## src/rtl/core/srmc_pkg.sv

```systemverilog
// Types and constants of the serial rule motor controller
`timescale 1ns / 1ps

package srmc_pkg;

   localparam int RuleDepthDefault = 16;

   localparam logic [6:0] OP_REGW  = 7'h01;
   localparam logic [6:0] OP_CLRH  = 7'h02;
   localparam logic [6:0] OP_RIFEQ = 7'h03;
   localparam logic [6:0] OP_RIFLT = 7'h04;
   localparam logic [6:0] OP_MODE  = 7'h05;

   localparam logic [6:0] REG_HOST     = 7'h00;
   localparam logic [6:0] REG_DUTY_ONE = 7'h01;
   localparam logic [6:0] REG_DUTY_TWO = 7'h02;
   localparam logic [6:0] REG_DIR_ONE  = 7'h03;
   localparam logic [6:0] REG_DIR_TWO  = 7'h04;
   localparam logic [6:0] REG_ADC      = 7'h05;
   localparam logic [6:0] REG_GPIO     = 7'h06;

   localparam logic [1:0] RX_OPCODE   = 2'd0;
   localparam logic [1:0] RX_REGISTER = 2'd1;
   localparam logic [1:0] RX_VALUE    = 2'd2;

   typedef struct packed {
      logic       less_than;
      logic [6:0] reg_addr;
      logic [6:0] value;
   } rule_type;

   // Poll token walking the cell row
   typedef struct packed {
      logic       valid;
      logic [7:0] adc;
      logic       gpio;
      logic       hit;
   } token_type;

   typedef enum logic {
      ST_IDLE,
      ST_WALK
   } ctl_state_type;

endpackage

```

## src/rtl/core/spi_rule_motor_controller.sv

```systemverilog
// Serial rule motor controller top level
`timescale 1ns / 1ps

// Takes one item per transfer: a received serial byte (req_mode 0) or a poll
// tick (req_mode 1), and returns one result with the outputs after that item.
// A serial byte gives its result in the cycle after the transfer. A poll tick
// sends a token down the row of RULE_DEPTH rule cells, each cell registering
// it, and its result is registered once the token leaves the last cell. The
// next item is taken only once the result has been transferred. A new rule is
// registered into cell 0 as its value byte is taken, pushing older rules down.
module spi_rule_motor_controller #(
   parameter int RULE_DEPTH = srmc_pkg::RuleDepthDefault,
   localparam int CntW      = $clog2(RULE_DEPTH + 1)
) (
   input  logic       clock,
   input  logic       reset,
   input  logic       req_valid,
   output logic       req_ready,
   input  logic       req_mode,
   input  logic [7:0] req_serial_byte,
   input  logic [9:0] req_adc_sample,
   input  logic       req_gpio_level,
   output logic       rsp_valid,
   input  logic       rsp_ready,
   output logic       rsp_host_pin,
   output logic [6:0] rsp_motor_one_duty,
   output logic [6:0] rsp_motor_two_duty,
   output logic       rsp_motor_one_dir,
   output logic       rsp_motor_two_dir,
   output logic       rsp_gpio_is_output,
   output logic [4:0] rsp_rules_stored
);

   srmc_pkg::ctl_state_type state_ff, state_in;
   logic                    rsp_valid_ff, rsp_valid_in;
   logic [1:0]              rx_count_ff, rx_count_in;
   logic [6:0]              pend_op_ff, pend_op_in;
   logic [6:0]              pend_reg_ff, pend_reg_in;
   logic                    host_ff, host_in;
   logic [6:0]              duty_one_ff, duty_one_in;
   logic [6:0]              duty_two_ff, duty_two_in;
   logic                    dir_one_ff, dir_one_in;
   logic                    dir_two_ff, dir_two_in;
   logic                    gpio_drv_ff, gpio_drv_in;
   logic [CntW-1:0]         rule_count_ff, rule_count_in;

   logic                    req_xfer;
   logic                    byte_xfer;
   logic                    walk_done;
   logic [6:0]              cmd_byte;
   logic                    push_rule;
   srmc_pkg::rule_type      push_data;
   logic [CntW+4:0]         count_ext;

   srmc_pkg::rule_type      rule_chain [0:RULE_DEPTH];
   srmc_pkg::token_type     tok_chain  [0:RULE_DEPTH];

   assign req_ready = (state_ff == srmc_pkg::ST_IDLE) && !rsp_valid_ff;
   assign req_xfer  = req_valid && req_ready;
   assign byte_xfer = req_xfer && !req_mode;
   assign cmd_byte  = req_serial_byte[7:1];
   assign walk_done = (state_ff == srmc_pkg::ST_WALK) && tok_chain[RULE_DEPTH].valid;

   assign tok_chain[0].valid = req_xfer && req_mode;
   assign tok_chain[0].adc   = req_adc_sample[9:2];
   assign tok_chain[0].gpio  = req_gpio_level;
   assign tok_chain[0].hit   = 1'b0;
   assign rule_chain[0]      = push_data;

   for (genvar i = 0; i < RULE_DEPTH; i++) begin : g_cell
      srmc_rule_cell #(
         .RULE_DEPTH (RULE_DEPTH),
         .INDEX      (i)
      ) u_cell (
         .clock      (clock),
         .reset      (reset),
         .shift_en   (push_rule),
         .rule_in    (rule_chain[i]),
         .rule_out   (rule_chain[i+1]),
         .rule_count (rule_count_ff),
         .tok_in     (tok_chain[i]),
         .tok_out    (tok_chain[i+1])
      );
   end

   always_comb begin
      state_in      = state_ff;
      rsp_valid_in  = rsp_valid_ff;
      rx_count_in   = rx_count_ff;
      pend_op_in    = pend_op_ff;
      pend_reg_in   = pend_reg_ff;
      host_in       = host_ff;
      duty_one_in   = duty_one_ff;
      duty_two_in   = duty_two_ff;
      dir_one_in    = dir_one_ff;
      dir_two_in    = dir_two_ff;
      gpio_drv_in   = gpio_drv_ff;
      rule_count_in = rule_count_ff;
      push_rule     = 1'b0;
      push_data.less_than = (pend_op_ff == srmc_pkg::OP_RIFLT);
      push_data.reg_addr  = pend_reg_ff;
      push_data.value     = cmd_byte;

      if (rsp_valid_ff && rsp_ready) begin
         rsp_valid_in = 1'b0;
      end

      case (state_ff)
         srmc_pkg::ST_IDLE: begin
            if (req_xfer && req_mode) begin
               state_in = srmc_pkg::ST_WALK;
            end
         end
         srmc_pkg::ST_WALK: begin
            if (walk_done) begin
               host_in      = host_ff | tok_chain[RULE_DEPTH].hit;
               rsp_valid_in = 1'b1;
               state_in     = srmc_pkg::ST_IDLE;
            end
         end
         default: begin
            state_in = srmc_pkg::ST_IDLE;
         end
      endcase

      if (byte_xfer) begin
         rsp_valid_in = 1'b1;
         case (rx_count_ff)
            srmc_pkg::RX_OPCODE: begin
               if (cmd_byte == srmc_pkg::OP_CLRH) begin
                  host_in = 1'b0;
               end else if (cmd_byte inside {srmc_pkg::OP_REGW, srmc_pkg::OP_RIFEQ,
                                             srmc_pkg::OP_RIFLT, srmc_pkg::OP_MODE}) begin
                  pend_op_in  = cmd_byte;
                  rx_count_in = srmc_pkg::RX_REGISTER;
               end
            end
            srmc_pkg::RX_REGISTER: begin
               pend_reg_in = cmd_byte;
               rx_count_in = srmc_pkg::RX_VALUE;
            end
            default: begin
               // value byte completes the command
               if (pend_op_ff == srmc_pkg::OP_REGW) begin
                  case (pend_reg_ff)
                     srmc_pkg::REG_HOST:     host_in     = cmd_byte != 7'd0;
                     srmc_pkg::REG_DUTY_ONE: duty_one_in = cmd_byte;
                     srmc_pkg::REG_DUTY_TWO: duty_two_in = cmd_byte;
                     srmc_pkg::REG_DIR_ONE:  dir_one_in  = cmd_byte != 7'd0;
                     srmc_pkg::REG_DIR_TWO:  dir_two_in  = cmd_byte != 7'd0;
                     default: ;
                  endcase
               end else if (pend_op_ff inside {srmc_pkg::OP_RIFEQ, srmc_pkg::OP_RIFLT}) begin
                  if (rule_count_ff != CntW'(RULE_DEPTH)) begin
                     push_rule     = 1'b1;
                     rule_count_in = rule_count_ff + CntW'(1);
                  end
               end else if (pend_op_ff == srmc_pkg::OP_MODE) begin
                  if (pend_reg_ff == srmc_pkg::REG_GPIO && cmd_byte == 7'd0) begin
                     gpio_drv_in = 1'b0;
                  end else if (pend_reg_ff == srmc_pkg::REG_GPIO && cmd_byte == 7'd1) begin
                     gpio_drv_in = 1'b1;
                  end
               end
               rx_count_in = srmc_pkg::RX_OPCODE;
               pend_op_in  = 7'd0;
               pend_reg_in = 7'd0;
            end
         endcase
      end
   end

   always_ff @(posedge clock) begin
      if (reset) begin
         state_ff <= srmc_pkg::ST_IDLE;
      end else begin
         state_ff <= state_in;
      end
   end

   always_ff @(posedge clock) begin
      if (reset) begin
         rsp_valid_ff  <= 1'b0;
         rx_count_ff   <= srmc_pkg::RX_OPCODE;
         pend_op_ff    <= 7'd0;
         pend_reg_ff   <= 7'd0;
         host_ff       <= 1'b0;
         duty_one_ff   <= 7'd0;
         duty_two_ff   <= 7'd0;
         dir_one_ff    <= 1'b0;
         dir_two_ff    <= 1'b0;
         gpio_drv_ff   <= 1'b0;
         rule_count_ff <= '0;
      end else begin
         rsp_valid_ff  <= rsp_valid_in;
         rx_count_ff   <= rx_count_in;
         pend_op_ff    <= pend_op_in;
         pend_reg_ff   <= pend_reg_in;
         host_ff       <= host_in;
         duty_one_ff   <= duty_one_in;
         duty_two_ff   <= duty_two_in;
         dir_one_ff    <= dir_one_in;
         dir_two_ff    <= dir_two_in;
         gpio_drv_ff   <= gpio_drv_in;
         rule_count_ff <= rule_count_in;
      end
   end

   // State is frozen while a result waits, so results read it directly
   assign count_ext          = {5'b0, rule_count_ff};
   assign rsp_valid          = rsp_valid_ff;
   assign rsp_host_pin       = host_ff;
   assign rsp_motor_one_duty = duty_one_ff;
   assign rsp_motor_two_duty = duty_two_ff;
   assign rsp_motor_one_dir  = dir_one_ff;
   assign rsp_motor_two_dir  = dir_two_ff;
   assign rsp_gpio_is_output = gpio_drv_ff;
   assign rsp_rules_stored   = count_ext[4:0];

endmodule

```

## src/rtl/core/srmc_rule_cell.sv

```systemverilog
// One rule cell: holds a stored rule and checks the passing poll token
`timescale 1ns / 1ps

module srmc_rule_cell #(
   parameter int RULE_DEPTH = srmc_pkg::RuleDepthDefault,
   parameter int INDEX      = 0,
   localparam int CntW      = $clog2(RULE_DEPTH + 1)
) (
   input  logic                  clock,
   input  logic                  reset,
   input  logic                  shift_en,
   input  srmc_pkg::rule_type    rule_in,
   output srmc_pkg::rule_type    rule_out,
   input  logic [CntW-1:0]       rule_count,
   input  srmc_pkg::token_type   tok_in,
   output srmc_pkg::token_type   tok_out
);

   srmc_pkg::rule_type  rule_ff;
   srmc_pkg::token_type tok_ff;
   srmc_pkg::token_type tok_in_next;
   logic                active;
   logic                readable;
   logic [7:0]          read_val;
   logic                match;

   assign active = rule_count > CntW'(INDEX);

   always_comb begin
      readable = 1'b1;
      read_val = tok_in.adc;
      if (rule_ff.reg_addr == srmc_pkg::REG_ADC) begin
         read_val = tok_in.adc;
      end else if (rule_ff.reg_addr == srmc_pkg::REG_GPIO) begin
         read_val = {7'b0, tok_in.gpio};
      end else begin
         readable = 1'b0;
      end
      if (rule_ff.less_than) begin
         match = read_val < {1'b0, rule_ff.value};
      end else begin
         match = read_val == {1'b0, rule_ff.value};
      end
      tok_in_next     = tok_in;
      tok_in_next.hit = tok_in.hit | (active & readable & match);
   end

   // New rules enter at cell 0 and push older ones down the row
   always_ff @(posedge clock) begin
      if (shift_en) begin
         rule_ff <= rule_in;
      end
   end

   always_ff @(posedge clock) begin
      if (reset) begin
         tok_ff <= '0;
      end else begin
         tok_ff <= tok_in_next;
      end
   end

   assign rule_out = rule_ff;
   assign tok_out  = tok_ff;

endmodule

```

## config.mk

```make
export PLATFORM = sky130hd
export DESIGN_NAME = spi_rule_motor_controller
export DESIGN_NICKNAME = d
export VERILOG_FILES = /design/src/rtl/core/srmc_pkg.sv /design/src/rtl/core/spi_rule_motor_controller.sv /design/src/rtl/core/srmc_rule_cell.sv
export SDC_FILE = /design/constraint.sdc
export NUM_CORES = 1
export LEC_CHECK = 0
export BUFFER_PORTS_ARGS = -buffer_cell sky130_fd_sc_hd__buf_4
export CORE_ASPECT_RATIO = 0.6
export CORE_MARGIN = 4
export CORE_UTILIZATION = 55
export CTS_CLUSTER_DIAMETER = 30
export CTS_CLUSTER_SIZE = 28
export DETAILED_ROUTE_END_ITERATION = 8
export HOLD_SLACK_MARGIN = 0.1
export PLACE_DENSITY = 0.73
export SETUP_SLACK_MARGIN = 0.02
export SLEW_MARGIN = 40
export SYNTH_ARGS = -nofsm -noshare
export SYNTH_HDL_FRONTEND = slang
export SYNTH_HIERARCHICAL = 1
export SYNTH_SLANG_ARGS = --single-unit
```

## constraint.sdc

```tcl
create_clock -name clock -period 10.1 [get_ports clock]
set_input_delay 1.515 -clock clock [delete_from_list [all_inputs] [get_ports clock]]
set_output_delay 1.515 -clock clock [all_outputs]
set_load 0.02 [all_outputs]
```

==> results of run 1 <==
## layer usage
layer	vias up	share of wire, %	global-route usage [%]
li1	5344	-	-
met1	5303	49	28.3
met2	229	44	28.9
met3	65	4.9	3.92
met4	0	1.8	5.22
met5	-	0	0
## through the flow
step | setup slack (ps) | power, uW | hold WS [ps] | util, % | cells
detailed placement | 5880 | 2010 | 421 | 59.0 | 1907
global route | 6220 | 4010 | 423 | 64.6 | 1998
global placement | 5250 | 2010 | 419 | 58.8 | 1905
floorplan | 1510 | 1990 | 412 | - | 1433
CTS | 6470 | 3920 | 422 | 64.5 | 1997
finish | 6370 | 3870 | 426 | 64.6 | 1998
## where the power goes
group | leakage (uW) | switching [uW] | internal, uW
logic | 0.00359 | 37.3 | 23.6
registers | 0.00384 | 5.06 | 1910
clock network | 0.000865 | 831 | 1070
total | 0.00829 | 873 | 3000
## state kept, by name (all words and copies together), names as in the netlist, 2 cells and up
register,cells
g_cell.u_cell/rule_out,240
rx_count_ff,2
pend_op_ff,7
rsp_motor_one_duty,7
rsp_rules_stored,5
g_cell.u_cell/tok_out,167
rsp_motor_two_duty,7
pend_reg_ff,7
## worst reg2reg max path: stages (launching register included)
cell and delay [ps]:
dfxtp_1 780, inv_1 160, ha_1 230, nor4bb_1 180, nor4b_4 450, and2_4 280
buf_12 340, buf_16 420
## area by class of cell
type                            instances  area, um2
Clock buffer                           50       1250
Timing Repair Buffer                   54        470
Tap cell                              450        563
Multi-Input combinational cell        832       6440
Sequential cell                       448      11400
Clock inverter                         40        557
Fill cell                            2425      11600
Inverter                              124        465
## layout by cell type (no fill, tap or decap), drive strengths merged, types with 14 or more instances in the layout
master / count
inv: 137
clkinv: 20
nor3b: 18
and4: 16
buf: 54
mux2i: 19
or4: 23
a21oi: 28
dfxtp: 208
nor2b: 218
and2b: 40
ha: 114
edfxtp: 240
a21o: 14
a31oi: 22
and2: 14
nand2b: 28
nor2: 22
nand3: 42
o21ai: 52
clkbuf: 50
## final timing paths
check | end | startpoint
worst max-delay path | g_cell[10].u_cell/rule_out[3] | req_mode
worst min-delay path | g_cell[11].u_cell/tok_out[0] | g_cell[10].u_cell/tok_out[0]
worst max register to register | g_cell[10].u_cell/rule_out[3] | rsp_rules_stored[0]
worst min register to register | g_cell[11].u_cell/tok_out[0] | g_cell[10].u_cell/tok_out[0]
==> metrics.log, run 1 <==
[metrics] # clock sinks: 448
[metrics] routed len/inst: 17.3 um
[metrics] CTS tree: built
[metrics] worst path required time: 10290 ps
[metrics] startpoint-to-endpoint class of the critical path: input port to flop
[metrics] CP max FO: 87
[metrics] first-pass GRT wire length: 57000 um
[metrics] initial antenna violation count: 0
[metrics] total length of routed wires: 34500 um
[metrics] summed negative setup slack over all endpoints: 0 ps
[metrics] DP Area: 0.0193 mm2
[metrics] number of buffers and inverters on the critical path: 3
[metrics] router iterations before antenna repair: 5
[metrics] die extent in x: 244 um
[metrics] total track usage: 19.1%
[metrics] standard cell core area: 0.0327 mm2
[metrics] Antenna Diode Count: 0
[metrics] post-synthesis average cell area: 12.8 um2
[metrics] worst hold-check path type: flop to flop
[metrics] slew at the pin closest to its max-slew limit: 790 ps
[metrics] Max IR drop VDD: 0.153 mV
[metrics] critical path depth: 6
[metrics] number of design-rule violations left by the first detailed-router iteration: 700
[metrics] root cell of the clock tree: clkbuf_16
[metrics] Layout Area Growth over Synthesis: 14.9%
[metrics] leakage power of the design: 0.00829 uW
[metrics] post-synthesis cell count: 1433
[metrics] die outline area: 0.0365 mm2
[metrics] CP peak stage delay: 720 ps
[metrics] total power density per cell area: 183 mW/mm2
[metrics] post-route minimum period: 3730 ps
[metrics] vias per cell: 5.48
[metrics] setup violation total in the final timing report: 0
[metrics] # nets final: 1646
[metrics] I/O pin total: 49
[metrics] critical path cell sequence: buf_4 > or4b_1 > nor4b_4 > and2_4 > buf_12 > buf_16
[metrics] max-slew violations: 0
[metrics] number of rows created at floorplan: 51
[metrics] cell family with the largest share of critical-path delay: simple AND/OR/NAND/NOR gates
[metrics] via count of the first global-routing pass: 10.9k
[metrics] element type at the critical path end: flop
[metrics] Period Utilization, post-route: 36.9%
[metrics] H-tree depth: 2
[metrics] Remaining Overflow, GRT: 0
[metrics] Starting Density: 56.2%
[metrics] critical-path cell with the highest stage delay: or4b_1
[metrics] startpoint class of the critical path: input port
[metrics] Post-CTS Hold Buffers: 0
[metrics] # DRC: 0
[metrics] slew margin rel.: 47.3%
[metrics] Longest Clk Path Bufs: 3
[metrics] clock buffer count from CTS: 48
[metrics] placed wire-length estimate after detailed placement: 23000 um
[metrics] Via Count: 10.9k
[metrics] Clk pin slew, worst setup/hold paths: 70 ps
[metrics] r2r worst-path depth: 7
[metrics] instance count along the most critical hold path: 2
[metrics] maximum operating frequency: 268 MHz
[metrics] CP arrival: 3920 ps
[metrics] Clock Skews: 32.1 ps
[metrics] number of hold violations in the final report: 0
[metrics] routability congestion estimate from global placement: 0.800
[metrics] reg-to-reg setup timing slack: 6820 ps
[metrics] post-route standard cell area excluding fillers: 0.0211 mm2
[metrics] share of final-layout standard cells stronger than drive strength 1: 14.3%
[metrics] Antenna Nets Post-Route: 0
[metrics] RSZ-0062 raised after global routing: no
[metrics] post-cts sizing count: 0
[metrics] height of the die: 150 um
[metrics] result of the run: finished, final reports clean
[metrics] Ys Warns: 6
[metrics] buffers added on ports: 45
[metrics] clk_lat worst skew: 570 ps
[metrics] Post-Syn Area: 0.0184 mm2
[metrics] post-synth net total: 1571
[metrics] number of max-cap violations: 0
[metrics] count of buffers added by post-CTS timing repair for setup: 0
[metrics] largest net degree at the start of global routing: 167
Note: power is estimated with default switching activity, not from simulation.
==> inputs of run 2 (changes only) <==
--- a/config.mk
+++ b/config.mk
@@ -5,6 +5,7 @@
 export SDC_FILE = /design/constraint.sdc
 export NUM_CORES = 1
 export LEC_CHECK = 0
+export ABC_AREA = 1
 export BUFFER_PORTS_ARGS = -buffer_cell sky130_fd_sc_hd__buf_4
 export CORE_ASPECT_RATIO = 0.6
 export CORE_MARGIN = 4
==> constraint.sdc (replaced) <==
create_clock -name clock -period 3.73 [get_ports clock]
set_input_delay 0.5595 -clock clock [delete_from_list [all_inputs] [get_ports clock]]
set_output_delay 0.5595 -clock clock [all_outputs]
set_load 0.02 [all_outputs]
==> metrics.log, run 2 <==
[metrics] result of the run: finished, final reports clean (unchanged)
[metrics] register share of total power: 49.3% (was 49.4%)
[metrics] worst hold-check path type: input port to flop (was flop to flop)
[metrics] worst flop-to-flop path startpoint: g_cell[8].u_cell/rule_out[10] (was rsp_rules_stored[0])
[metrics] number of flip-flops under the largest register name: 240 (unchanged)
[metrics] total length of routed wires: 36600 um (was 34500 um)
[metrics] die outline area: 0.0379 mm2 (was 0.0365 mm2)
[metrics] number of hold violations in the final report: 0 (unchanged)
[metrics] CP peak stage delay: 560 ps (was 720 ps)
[metrics] buffers added on ports: 45 (unchanged)
[metrics] post-route minimum period: 2520 ps
[metrics] maximum operating frequency: 397 MHz
[metrics] largest net degree at the start of global routing: 121 (was 167)
[metrics] slew margin rel.: 52.0% (was 47.3%)
[metrics] Layout Area Growth over Synthesis: 14.4% (was 14.9%)
[metrics] H-tree depth: 2 (unchanged)
[metrics] Max IR drop VDD: 0.393 mV (was 0.153 mV)
[metrics] setup violation total in the final timing report: 0 (unchanged)
[metrics] first-pass GRT wire length: 61500 um (was 57000 um)
[metrics] Remaining Overflow, GRT: 0 (unchanged)
[metrics] Via Count: 12.9k (was 10.9k)
[metrics] Ys Warns: 6 (unchanged)
[metrics] CP arrival: 3010 ps (was 3920 ps)
[metrics] startpoint-to-endpoint class of the critical path: flop to flop (was input port to flop)
[metrics] clk_lat worst skew: 570 ps (about the same)
[metrics] count of buffers added by post-CTS timing repair for setup: 0 (unchanged)
[metrics] worst flop-to-flop path endpoint: g_cell[8].u_cell/tok_out[0] (was g_cell[10].u_cell/rule_out[3])
[metrics] max-slew violations: 0 (unchanged)
[metrics] Clock power frac: 49.1% (about the same)
[metrics] CP max FO: 8 (was 87)
[metrics] Hold WS: 214 ps (was 426 ps)
[metrics] number of rows created at floorplan: 52 (was 51)
[metrics] die extent in x: 249 um (was 244 um)
[metrics] height of the die: 152 um (was 150 um)
[metrics] # DRC: 0 (unchanged)
[metrics] internal cell power: 8200 uW (was 3000 uW)
[metrics] switching fraction of total power: 21.9% (was 22.6%)
[metrics] reported net switching power: 2300 uW (was 873 uW)
[metrics] standard cell core area: 0.0340 mm2 (was 0.0327 mm2)
[metrics] summed negative setup slack over all endpoints: 0 ps (unchanged)
[metrics] startpoint class of the critical path: flop (was input port)
[metrics] worst path required time: 4220 ps (was 10290 ps)
[metrics] leakage power of the design: 0.00931 uW (was 0.00829 uW)
[metrics] Post-Syn Area: 0.0191 mm2 (was 0.0184 mm2)
[metrics] router iterations before antenna repair: 5 (unchanged)
[metrics] # nets final: 2236 (was 1646)
[metrics] worst-case hold path end point: g_cell[0].u_cell/tok_out[6] (was g_cell[11].u_cell/tok_out[0])
[metrics] share of final-layout standard cells stronger than drive strength 1: 9.15% (was 14.3%)
[metrics] vias per cell: 4.95 (was 5.48)
[metrics] clock buffer count from CTS: 52 (was 48)
[metrics] startpoint of the worst hold path: req_adc_sample[6] (was g_cell[10].u_cell/tok_out[0])
[metrics] Antenna Diode Count: 0 (unchanged)
[metrics] post-synthesis cell count: 2015 (was 1433)
[metrics] r2r worst-path depth: 13 (was 7)
[metrics] post-synthesis average cell area: 9.48 um2 (was 12.8 um2)
[metrics] slew at the pin closest to its max-slew limit: 719 ps (was 790 ps)
[metrics] Starting Density: 56.3% (was 56.2%)
[metrics] critical path cell sequence: inv_1 > nand2_1 > nor4_4 > nor2_1 > ha_1 > nand2_1 > inv_1 > nand3_1 > o21bai_1 > nand2_1 > nor2_1 > nand2_1 > a21oi_1 (was buf_4 > or4b_1 > nor4b_4 > and2_4 > buf_12 > buf_16)
[metrics] Period Utilization, post-route: 67.6%
[metrics] # clock sinks: 448 (unchanged)
[metrics] I/O pin total: 49 (unchanged)
[metrics] Clk pin slew, worst setup/hold paths: 60 ps (was 70 ps)
[metrics] Post-CTS Hold Buffers: 0 (unchanged)
[metrics] RSZ-0062 raised after global routing: no (unchanged)
[metrics] most frequent standard cell in the layout excluding fill and tap cells: inv_1 (was edfxtp_1)
[metrics] total track usage: 19.3% (was 19.1%)
[metrics] Clock Skews: 11.2 ps (was 32.1 ps)
[metrics] root cell of the clock tree: clkbuf_16 (unchanged)
[metrics] instance count along the most critical hold path: 3 (was 2)
[metrics] routability congestion estimate from global placement: 0.813 (was 0.800)
[metrics] total power density per cell area: 480 mW/mm2 (was 183 mW/mm2)
[metrics] number of design-rule violations left by the first detailed-router iteration: 862 (was 700)
[metrics] critical-path cell with the highest stage delay: nor4_4 (was or4b_1)
[metrics] DP Area: 0.0201 mm2 (was 0.0193 mm2)
[metrics] Antenna Nets Post-Route: 0 (unchanged)
[metrics] post-synth net total: 2153 (was 1571)
[metrics] Longest Clk Path Bufs: 3 (unchanged)
[metrics] via count of the first global-routing pass: 12.9k (was 10.9k)
[metrics] power share of the combinational group: 1.7% (was 1.6%)
[metrics] post-cts sizing count: 0 (unchanged)
[metrics] commonest cells after routing, fill and taps aside: inv_1, nor2_1, nand2_1 (was edfxtp_1, nor2b_1, dfxtp_1)
[metrics] initial antenna violation count: 0 (unchanged)
[metrics] element type at the critical path end: flop (unchanged)
[metrics] routed len/inst: 14.1 um (was 17.3 um)
[metrics] post-route standard cell area excluding fillers: 0.0219 mm2 (was 0.0211 mm2)
[metrics] placed wire-length estimate after detailed placement: 24600 um (was 23000 um)
[metrics] critical path's most frequent cell: nand2_1
[metrics] CTS tree: built (unchanged)
[metrics] reg-to-reg setup timing slack: 1210 ps (was 6820 ps)
[metrics] number of max-cap violations: 0 (unchanged)
[run 2: cell type report]
cell class                      instances  area (um2)
Tap cell                              459         574
Multi-Input combinational cell       1087        5950
Sequential cell                       448       11400
Timing Repair Buffer                   50         417
Clock buffer                           56        1340
Fill cell                            2674       12100
Inverter                              459        1740
Clock inverter                         42         455
[run 2: worst max-delay path, delay by kind of cell, from the launching register on]
kind	cells	cell delay [ps]
compound gates	2	340
fa+ha+maj	1	320
buf+inv	2	150
flops	1	390
simple gates	8	1240
[run 2: metrics by stage]
stage	util, %	cells	power (uW)	worst slack (ps)
floorplan	-	2015	5380	-3320
global placement	59.1	2503	5440	1310
detailed placement	59.1	2503	5450	1280
CTS	64.3	2601	10600	1220
global route	64.3	2601	10900	1000
finish	64.3	2601	10500	1210
[run 2: layer usage]
| metal | vias to the layer above | share of wire, % | global-route usage [%] |
|---|---|---|---|
| li1 | 6482 | - | - |
| met1 | 6082 | 47 | 26.4 |
| met2 | 264 | 47 | 32.5 |
| met3 | 56 | 4.3 | 3.28 |
| met4 | 0 | 1.7 | 4.91 |
| met5 | - | 0 | 0 |
[run 2: power groups by stage]
stage	sequential, uW	combinational [uW]	clock (uW)
finish	5170	175	5150
global route	5170	199	5510
CTS	5170	176	5270
detailed placement	5280	174	0
global placement	5280	168	0
floorplan	5280	106	0
[run 2: how the worst max path moves through the flow]
stage                              endpoint  cells past startpoint  slack (ps)                          start
3_5_place_dp    g_cell[8].u_cell/tok_out[0]                     13        1280  g_cell[8].u_cell/rule_out[10]
6_report        g_cell[8].u_cell/tok_out[0]                     13        1210  g_cell[8].u_cell/rule_out[10]
2_1_floorplan  g_cell[0].u_cell/rule_out[0]                      5       -3320                      rsp_valid
4_1_cts         g_cell[8].u_cell/tok_out[0]                     13        1220  g_cell[8].u_cell/rule_out[10]
5_1_grt         g_cell[8].u_cell/tok_out[0]                     13        1000  g_cell[8].u_cell/rule_out[10]
3_3_place_gp   g_cell[8].u_cell/rule_out[4]                      7        1310                       req_mode
